[config.mk]
export PLATFORM = sky130hd
export DESIGN_NAME = pid_balance_motor_drive
export DESIGN_NICKNAME = d
export VERILOG_FILES = /design/src/rtl/core/pbmd_pkg.sv /design/src/rtl/core/pbmd_cfg.sv /design/src/rtl/core/pbmd_pid.sv /design/src/rtl/core/pbmd_out.sv /design/src/rtl/core/pid_balance_motor_drive.sv
export SDC_FILE = /design/constraint.sdc
export NUM_CORES = 2
export LEC_CHECK = 0
export ABC_CLOCK_PERIOD_IN_PS = 11500
export BUFFER_PORTS_ARGS = -buffer_cell sky130_fd_sc_hd__buf_2
export CAP_MARGIN = 20
export CORE_MARGIN = 2
export CORE_UTILIZATION = 29
export CTS_CLUSTER_SIZE = 12
export DETAILED_ROUTE_END_ITERATION = 10
export GPL_TIMING_DRIVEN = 0
export SETUP_SLACK_MARGIN = 0.5
export SYNTH_ARGS = -nofsm -noshare
export SYNTH_HDL_FRONTEND = slang
export SYNTH_SLANG_ARGS = --single-unit
[constraint.sdc]
create_clock -name clk_i -period 11.5 [get_ports clk_i]
set_input_delay 0.575 -clock clk_i [delete_from_list [all_inputs] [get_ports clk_i]]
set_output_delay 0.575 -clock clk_i [all_outputs]
set_load 0.1 [all_outputs]
[src/rtl/core/pbmd_pkg.sv]
// Package for the PID balance motor drive: gain register types, direction codes,
// saturation limits, duty constants and reciprocal multipliers.
// No dependencies.
package pbmd_pkg;

  localparam int unsigned TiltW  = 9;
  localparam int unsigned GainW  = 11;
  localparam int unsigned DriveW = 16;
  localparam int unsigned SumW   = 26;
  localparam int unsigned CfgIdxW = 2;

  // Configuration register indexes
  localparam logic [CfgIdxW-1:0] CFG_GAIN_P = 2'd0;
  localparam logic [CfgIdxW-1:0] CFG_GAIN_I = 2'd1;
  localparam logic [CfgIdxW-1:0] CFG_GAIN_D = 2'd2;

  localparam logic signed [GainW-1:0] GAIN_P_RST = 11'sd10;
  localparam logic signed [GainW-1:0] GAIN_I_RST = 11'sd0;
  localparam logic signed [GainW-1:0] GAIN_D_RST = 11'sd0;

  localparam logic signed [SumW-1:0]   LIMIT_WIDE = 26'sd25500;
  localparam logic signed [DriveW-1:0] LIMIT     = 16'sd25500;

  localparam logic [8:0] DUTY_OFFSET      = 9'd35;
  localparam logic [8:0] DUTY_MAX_WIDE    = 9'd255;
  localparam logic [7:0] DUTY_MAX         = 8'd255;
  localparam logic [7:0] LEFT_BOOST       = 8'd10;
  localparam logic [7:0] LEFT_BOOST_LIMIT = 8'd245;

  // drive + 127*200, then divided by 200
  localparam logic signed [16:0] TEL_OFFSET = 17'sd25400;

  // floor(x/100) = (x * 5243) >> 19, exact for x below 43690
  localparam logic [12:0] RECIP_100 = 13'd5243;
  localparam int unsigned SHIFT_100 = 19;
  // floor(x/25) = (x * 5243) >> 17, exact for x below 43690
  localparam logic [12:0] RECIP_25  = 13'd5243;
  localparam int unsigned SHIFT_25  = 17;

  typedef enum logic [1:0] {
    DIR_FWD  = 2'd0,
    DIR_BWD  = 2'd1,
    DIR_STOP = 2'd2
  } dir_e;

  typedef struct packed {
    logic signed [GainW-1:0] p;
    logic signed [GainW-1:0] i;
    logic signed [GainW-1:0] d;
  } gains_t;

  function automatic logic signed [DriveW-1:0] clamp_limit(input logic signed [SumW-1:0] x);
    logic signed [DriveW-1:0] r;
    if (x >= LIMIT_WIDE) begin
      r = LIMIT;
    end else if (x <= -LIMIT_WIDE) begin
      r = -LIMIT;
    end else begin
      r = x[DriveW-1:0];
    end
    return r;
  endfunction

endpackage

[src/rtl/core/pbmd_cfg.sv]
// Gain registers of the PID balance motor drive, written through a plain write port.
// Depends on pbmd_pkg.
module pbmd_cfg (
  input  logic                                clk_i,
  input  logic                                rst_ni,
  input  logic                                we_i,
  input  logic [pbmd_pkg::CfgIdxW-1:0]        idx_i,
  input  logic [pbmd_pkg::GainW-1:0]          data_i,
  output pbmd_pkg::gains_t                    gains_o
);

  pbmd_pkg::gains_t gains_q;

  always_ff @(posedge clk_i or negedge rst_ni) begin
    if (!rst_ni) begin
      gains_q.p <= pbmd_pkg::GAIN_P_RST;
      gains_q.i <= pbmd_pkg::GAIN_I_RST;
      gains_q.d <= pbmd_pkg::GAIN_D_RST;
    end else if (we_i) begin
      case (idx_i)
        pbmd_pkg::CFG_GAIN_P: gains_q.p <= $signed(data_i);
        pbmd_pkg::CFG_GAIN_I: gains_q.i <= $signed(data_i);
        pbmd_pkg::CFG_GAIN_D: gains_q.d <= $signed(data_i);
        default: ;
      endcase
    end
  end

  assign gains_o = gains_q;

endmodule

[src/rtl/core/pbmd_pid.sv]
// PID stage: input register, then P, I and D terms with saturation into the drive register.
// Holds the integral sum and previous error. Depends on pbmd_pkg.
module pbmd_pid (
  input  logic                                   clk_i,
  input  logic                                   rst_ni,
  input  pbmd_pkg::gains_t                       gains_i,
  input  logic                                   in_valid_i,
  output logic                                   in_ready_o,
  input  logic signed [pbmd_pkg::TiltW-1:0]      tilt_i,
  output logic                                   drive_valid_o,
  input  logic                                   drive_ready_i,
  output logic signed [pbmd_pkg::DriveW-1:0]     drive_o
);

  logic                                   in_valid_q;
  logic signed [pbmd_pkg::TiltW-1:0]      tilt_q;
  logic                                   drive_valid_q;
  logic signed [pbmd_pkg::DriveW-1:0]     drive_q, drive_d;
  logic signed [pbmd_pkg::DriveW-1:0]     integ_q, integ_d;
  logic signed [pbmd_pkg::TiltW-1:0]      prev_q;

  logic                                   stage_ready;
  logic                                   advance;

  logic signed [19:0]                     p_prod;
  logic signed [23:0]                     p_term;
  logic signed [19:0]                     i_prod;
  logic signed [20:0]                     i_sum;
  logic signed [9:0]                      err_diff;
  logic signed [20:0]                     d_prod;
  logic signed [pbmd_pkg::SumW-1:0]       drive_sum;

  assign stage_ready = !drive_valid_q || drive_ready_i;
  assign in_ready_o  = !in_valid_q || stage_ready;
  assign advance     = in_valid_q && stage_ready;

  always_comb begin
    i_prod    = 20'(gains_i.i) * 20'(tilt_q);
    i_sum     = 21'(integ_q) + 21'(i_prod);
    integ_d   = pbmd_pkg::clamp_limit(26'(i_sum));
    p_prod    = 20'(gains_i.p) * 20'(tilt_q);
    // times ten as 8x + 2x
    p_term    = (24'(p_prod) <<< 3) + (24'(p_prod) <<< 1);
    err_diff  = 10'(tilt_q) - 10'(prev_q);
    d_prod    = 21'(gains_i.d) * 21'(err_diff);
    drive_sum = 26'(p_term) + 26'(integ_d) + 26'(d_prod);
    drive_d   = pbmd_pkg::clamp_limit(drive_sum);
  end

  always_ff @(posedge clk_i or negedge rst_ni) begin
    if (!rst_ni) begin
      in_valid_q    <= 1'b0;
      drive_valid_q <= 1'b0;
      integ_q       <= '0;
      prev_q        <= '0;
    end else begin
      if (in_ready_o) begin
        in_valid_q <= in_valid_i;
      end
      if (stage_ready) begin
        drive_valid_q <= in_valid_q;
      end
      // state moves once per word, as it leaves the input register
      if (advance) begin
        integ_q <= integ_d;
        prev_q  <= tilt_q;
      end
    end
  end

  always_ff @(posedge clk_i) begin
    if (in_valid_i && in_ready_o) begin
      tilt_q <= tilt_i;
    end
    if (advance) begin
      drive_q <= drive_d;
    end
  end

  assign drive_valid_o = drive_valid_q;
  assign drive_o       = drive_q;

endmodule

[src/rtl/core/pbmd_out.sv]
// Output stage: PWM duty, held duty on stop, direction and telemetry into the result register.
// Depends on pbmd_pkg.
module pbmd_out (
  input  logic                                clk_i,
  input  logic                                rst_ni,
  input  logic                                drive_valid_i,
  output logic                                drive_ready_o,
  input  logic signed [pbmd_pkg::DriveW-1:0]  drive_i,
  output logic                                out_valid_o,
  input  logic                                out_ready_i,
  output logic signed [pbmd_pkg::DriveW-1:0]  drive_o,
  output pbmd_pkg::dir_e                      direction_o,
  output logic [7:0]                          duty_right_o,
  output logic [7:0]                          duty_left_o,
  output logic [7:0]                          telemetry_o
);

  logic                                out_valid_q;
  logic [7:0]                          held_q, held_d;
  logic signed [pbmd_pkg::DriveW-1:0]  drive_q;
  pbmd_pkg::dir_e                      dir_q, dir_d;
  logic [7:0]                          right_q, left_q, left_d;
  logic [7:0]                          tel_q, tel_d;

  logic                                advance;
  logic                                nonzero;
  logic                                neg;
  logic [14:0]                         mag;
  logic [27:0]                         mag_prod;
  logic [8:0]                          duty_sum;
  logic [7:0]                          duty;
  logic signed [16:0]                  tel_sum;
  logic [12:0]                         tel_eighth;
  logic [25:0]                         tel_prod;

  assign drive_ready_o = !out_valid_q || out_ready_i;
  assign advance       = drive_valid_i && drive_ready_o;

  always_comb begin
    nonzero  = (drive_i != '0);
    neg      = drive_i[pbmd_pkg::DriveW-1];
    mag      = neg ? 15'(-drive_i) : 15'(drive_i);
    mag_prod = 28'(mag) * 28'(pbmd_pkg::RECIP_100);
    duty_sum = 9'(mag_prod >> pbmd_pkg::SHIFT_100) + pbmd_pkg::DUTY_OFFSET;
    duty     = (duty_sum >= pbmd_pkg::DUTY_MAX_WIDE) ? pbmd_pkg::DUTY_MAX : duty_sum[7:0];
    held_d   = nonzero ? duty : held_q;
    left_d   = (held_d <= pbmd_pkg::LEFT_BOOST_LIMIT) ? held_d + pbmd_pkg::LEFT_BOOST
                                                      : pbmd_pkg::DUTY_MAX;
    if (!nonzero) begin
      dir_d = pbmd_pkg::DIR_STOP;
    end else if (neg) begin
      dir_d = pbmd_pkg::DIR_BWD;
    end else begin
      dir_d = pbmd_pkg::DIR_FWD;
    end
    // divide by 200 as divide by 8, then by 25
    tel_sum    = 17'(drive_i) + pbmd_pkg::TEL_OFFSET;
    tel_eighth = tel_sum[15:3];
    tel_prod   = 26'(tel_eighth) * 26'(pbmd_pkg::RECIP_25);
    tel_d      = tel_sum[16] ? 8'd0 : 8'(tel_prod >> pbmd_pkg::SHIFT_25);
  end

  always_ff @(posedge clk_i or negedge rst_ni) begin
    if (!rst_ni) begin
      out_valid_q <= 1'b0;
      held_q      <= '0;
    end else begin
      if (drive_ready_o) begin
        out_valid_q <= drive_valid_i;
      end
      if (advance) begin
        held_q <= held_d;
      end
    end
  end

  always_ff @(posedge clk_i) begin
    if (advance) begin
      drive_q <= drive_i;
      dir_q   <= dir_d;
      right_q <= held_d;
      left_q  <= left_d;
      tel_q   <= tel_d;
    end
  end

  assign out_valid_o  = out_valid_q;
  assign drive_o      = drive_q;
  assign direction_o  = dir_q;
  assign duty_right_o = right_q;
  assign duty_left_o  = left_q;
  assign telemetry_o  = tel_q;

endmodule

[src/rtl/core/pid_balance_motor_drive.sv]
// Top level of the PID balance motor drive: gain registers, PID stage and output stage.
// Depends on pbmd_pkg, pbmd_cfg, pbmd_pid and pbmd_out.
//
//   channel   direction  word
//   s_axis    in         tdata[8:0] tilt_angle, tdata[15:9] zero
//   m_axis    out        drive_hundredths, direction, duty_right, duty_left, telemetry_byte
//   cfg       in         cfg_idx_i selects gain P, I or D; cfg_data_i holds 11 bits
//
// One word per cycle sustained while m_axis is ready; an accepted word passes the input
// register, the drive register and the result register before its result appears.
// Reset clears the integral sum, previous error, held duty and gains (P to 1.0).
// No clearing pass after reset. Under a stall on m_axis the three registers fill,
// and s_axis_tready drops only when all three hold words.
module pid_balance_motor_drive (
  input  logic         clk_i,
  input  logic         rst_ni,
  input  logic         s_axis_tvalid,
  output logic         s_axis_tready,
  input  logic [15:0]  s_axis_tdata,   // [8:0] tilt_angle
  output logic         m_axis_tvalid,
  input  logic         m_axis_tready,
  // [15:0] drive_hundredths, [17:16] direction, [25:18] duty_right,
  // [33:26] duty_left, [41:34] telemetry_byte
  output logic [47:0]  m_axis_tdata,
  input  logic         cfg_we_i,
  input  logic [1:0]   cfg_idx_i,
  input  logic [10:0]  cfg_data_i
);

  pbmd_pkg::gains_t                     gains;
  logic                                 drive_valid;
  logic                                 drive_ready;
  logic signed [pbmd_pkg::DriveW-1:0]   drive;
  logic signed [pbmd_pkg::DriveW-1:0]   out_drive;
  pbmd_pkg::dir_e                       out_dir;
  logic [7:0]                           out_right;
  logic [7:0]                           out_left;
  logic [7:0]                           out_tel;

  pbmd_cfg u_cfg (
    .clk_i   (clk_i),
    .rst_ni  (rst_ni),
    .we_i    (cfg_we_i),
    .idx_i   (cfg_idx_i),
    .data_i  (cfg_data_i),
    .gains_o (gains)
  );

  pbmd_pid u_pid (
    .clk_i         (clk_i),
    .rst_ni        (rst_ni),
    .gains_i       (gains),
    .in_valid_i    (s_axis_tvalid),
    .in_ready_o    (s_axis_tready),
    .tilt_i        ($signed(s_axis_tdata[8:0])),
    .drive_valid_o (drive_valid),
    .drive_ready_i (drive_ready),
    .drive_o       (drive)
  );

  pbmd_out u_out (
    .clk_i         (clk_i),
    .rst_ni        (rst_ni),
    .drive_valid_i (drive_valid),
    .drive_ready_o (drive_ready),
    .drive_i       (drive),
    .out_valid_o   (m_axis_tvalid),
    .out_ready_i   (m_axis_tready),
    .drive_o       (out_drive),
    .direction_o   (out_dir),
    .duty_right_o  (out_right),
    .duty_left_o   (out_left),
    .telemetry_o   (out_tel)
  );

  assign m_axis_tdata = {6'd0, out_tel, out_left, out_right, out_dir, out_drive};

endmodule

==> metrics <==
post-route ant nets 0; average size of a mapped cell 9.77 um2; DIE HEIGHT 314 um; I/O pins 84; clk root buf clkbuf_16; EDFF count, synth 67; Critical Path Stages 49; outcome complete, but fails checks; top_reg_cell synth edfxtp_1; crit end category flip-flop; critical path's most frequent cell fa_1; Yosys top cell area share 0.349; Worst EP required 11.74 ns; Synth area leader fa_1; crit path buf inv count 13; Inserted Clock Buffers 17; Crit Path Category flip-flop to flip-flop; pin count of the biggest net entering global routing 62; CP startpoint kind flip-flop; highest-count cells in the layout ignoring fill and taps 668 x inv_1, 482 x fa_1, 341 x ha_1; Sinks on Clock Net 136; Finished Cell Area 0.0326 mm2; max_cap viols 0; worst-path cell with the longest stage delay fa_1; Max Clk Rate 85.3 MHz; share of flip-flops with an asynchronous set or reset 0.507; GP Congestion 0.828; DRC Markers 0; Post-Syn Area 0.0280 mm2; Nets 3939; area grow syn2layout 16.6%; count of pins over their slew limit 0; # fillers 9765; minimum clock period 11.72 ns; Syn. warnings 0; die area 0.0989 mm2; Critical Path Fanout Max 5; RSZ-0062 raised after global routing yes; Hold Path Stages 1; drt total wl 65900 um; initial antenna violation count 2; Seq cells post-synth 136; Max-Slew Margin vs Limit 0.352; CP Launch Point u_pid.tilt_q[2]$_DFFE_PP_; path depth of the worst reg2reg path 49; HP Class input pin to flip-flop; Slew @ Worst Pin 0.966 ns; Mapped Cells 2860; post-synth cell types 92; # rows 113; Global Route Usage Sum 0.139; fin crit share 1.02; HPWL Detailed 54300 um; clk buf depth 2; Vias/cell 4.55; delay-heaviest family, CP adder cells; top post-synthesis cells by area fa_1 35%, ha_1 17%, inv_1 9.1%; Worst-path clk slew 0.06 ns; Core Area 0.0953 mm2; Port-buffer cells 70; Pre-Repair DR Iteration Count 6; WL/cell 15.2 um; final worst slack -0.222 ns; Max Clock Skew 0.0152 ns; final setup fails 15; hold wc startpoint s_axis_tdata[0]; RR Startpoint u_pid.tilt_q[2]$_DFFE_PP_; first-pass GRT wire length 108000 um; TritonCTS clock tree yes; vias 19700; Area after DPL 0.0301 mm2; grt total ovfl 0; failing checks negative setup slack; Max H-tree Level 4; DIE WIDTH 314 um; Critical Path AT 11.97 ns; clock latency on the worst-skew pair 0.50 ns; 1st-iter DRT viols 995; Final Hold Viols 0; register area share after synthesis 0.134; share of cells above drive strength 1 0.152; CP max stage delay 0.54 ns; # diodes 0; most common cell after layout, fill and taps aside inv_1; vias in the first global route 20200; Initial Util 0.293
## final timing paths
check                                                       end  slack [ns]
worst min register to register      u_out.held_q[3]$_DFFE_PN0P_        0.48
max in group asynchronous         u_cfg.gains_o[23]$_DFFE_PN1P_       10.41
min in group asynchronous           u_out.held_q[7]$_DFFE_PN0P_        0.47
worst min-delay path                  u_pid.tilt_q[0]$_DFFE_PP_        0.25
worst max register to register  u_pid.drive_o[11]$_SDFFCE_PP0P_       -0.22
worst max-delay path            u_pid.drive_o[11]$_SDFFCE_PP0P_       -0.22
## Yosys cell counts, drive strengths merged (8+ instances only)
cell	count
o21a	26
nor2	77
inv	683
o21ai	68
a31oi	12
fa	488
or2	15
mux2i	8
ha	370
and2	128
mux2	40
clkbuf	86
o21bai	10
nand4	10
a21oi	60
buf	10
edfxtp	67
nor2b	21
dfrtp	67
or3	9
nand2b	30
a21o	21
a211oi	11
and3	12
nor3	29
o31ai	9
nand3b	10
nand2	240
o211ai	16
xor2	28
nand3	17
xnor2	81
## final cells by class
| type | instances | area (um2) | share of cell area |
|---|---|---|---|
| Buffer | 96 | 613 | 0.0188 |
| Clock buffer | 19 | 464 | 0.0142 |
| Clock inverter | 13 | 151 | 0.00464 |
| Inverter | 684 | 2590 | 0.0794 |
| Multi-Input combinational cell | 1949 | 22300 | 0.683 |
| Sequential cell | 136 | 3740 | 0.115 |
| Tap cell | 1265 | 1580 | 0.0485 |
| Timing Repair Buffer | 163 | 1200 | 0.0369 |
## cells by family (layout without fill, tap and decap cells)
group                    count (synthesis)  after routing  synth area share
buffers and inverters                  780            975             0.106
AND/OR/NAND/NOR                        620            620             0.112
AO/OA/AOI/OAI                          308            308            0.0794
multiplexers                            48             48            0.0191
flip-flops                             136            136             0.134
XOR/XNOR                               109            109            0.0342
other                                    1              6          0.000134
adder cells (fa/ha/maj)                858            858             0.515
## through the flow
stage	setup WS [ns]	hold WS, ns	utilization	setup TNS [ns]	std cells
floorplan	0.509	0.279	-	0	2865
global placement	-1.82	0.461	0.315	-27.17	4200
detailed placement	-1.84	0.442	0.316	-27.49	4204
global route	-0.585	0.224	0.342	-7.61	4325
finish	-0.222	0.255	0.342	-2.20	4325
CTS	-0.165	0.214	0.337	-1.68	4308
## per-layer routing
metal,up-vias,part of all wire,track usage
li1,9332,-,-
met1,9951,0.45,0.191
met2,355,0.48,0.227
met3,50,0.049,0.0223
met4,0,0.016,0.0350
met5,-,0,0
## flip-flops by register name, summed over array words and instances (netlist names), 2 cells and up
register,cells
u_cfg.gains_o,33
u_out.drive_o,16
u_pid.drive_o,16
u_pid.integ_q,16
u_pid.prev_q,9
u_pid.tilt_q,9
u_out.duty_left_o,8
u_out.duty_right_o,8
u_out.held_q,8
u_out.telemetry_o,8
u_out.direction_o,2
## timing repair
action | CTS | global route
hold endpoints to repair | 8 | 0
gates resized for setup | 174 | 102
setup buffers | 68 | 17
setup endpoints to repair | 16 | 16
hold buffers | 1 | 0
gates cloned | 3 | 0
pin swaps | 84 | 87
Power is left out: the tool's default activity adds up to more than one toggle a clock period on the data nets, which glitch-free logic cannot reach.
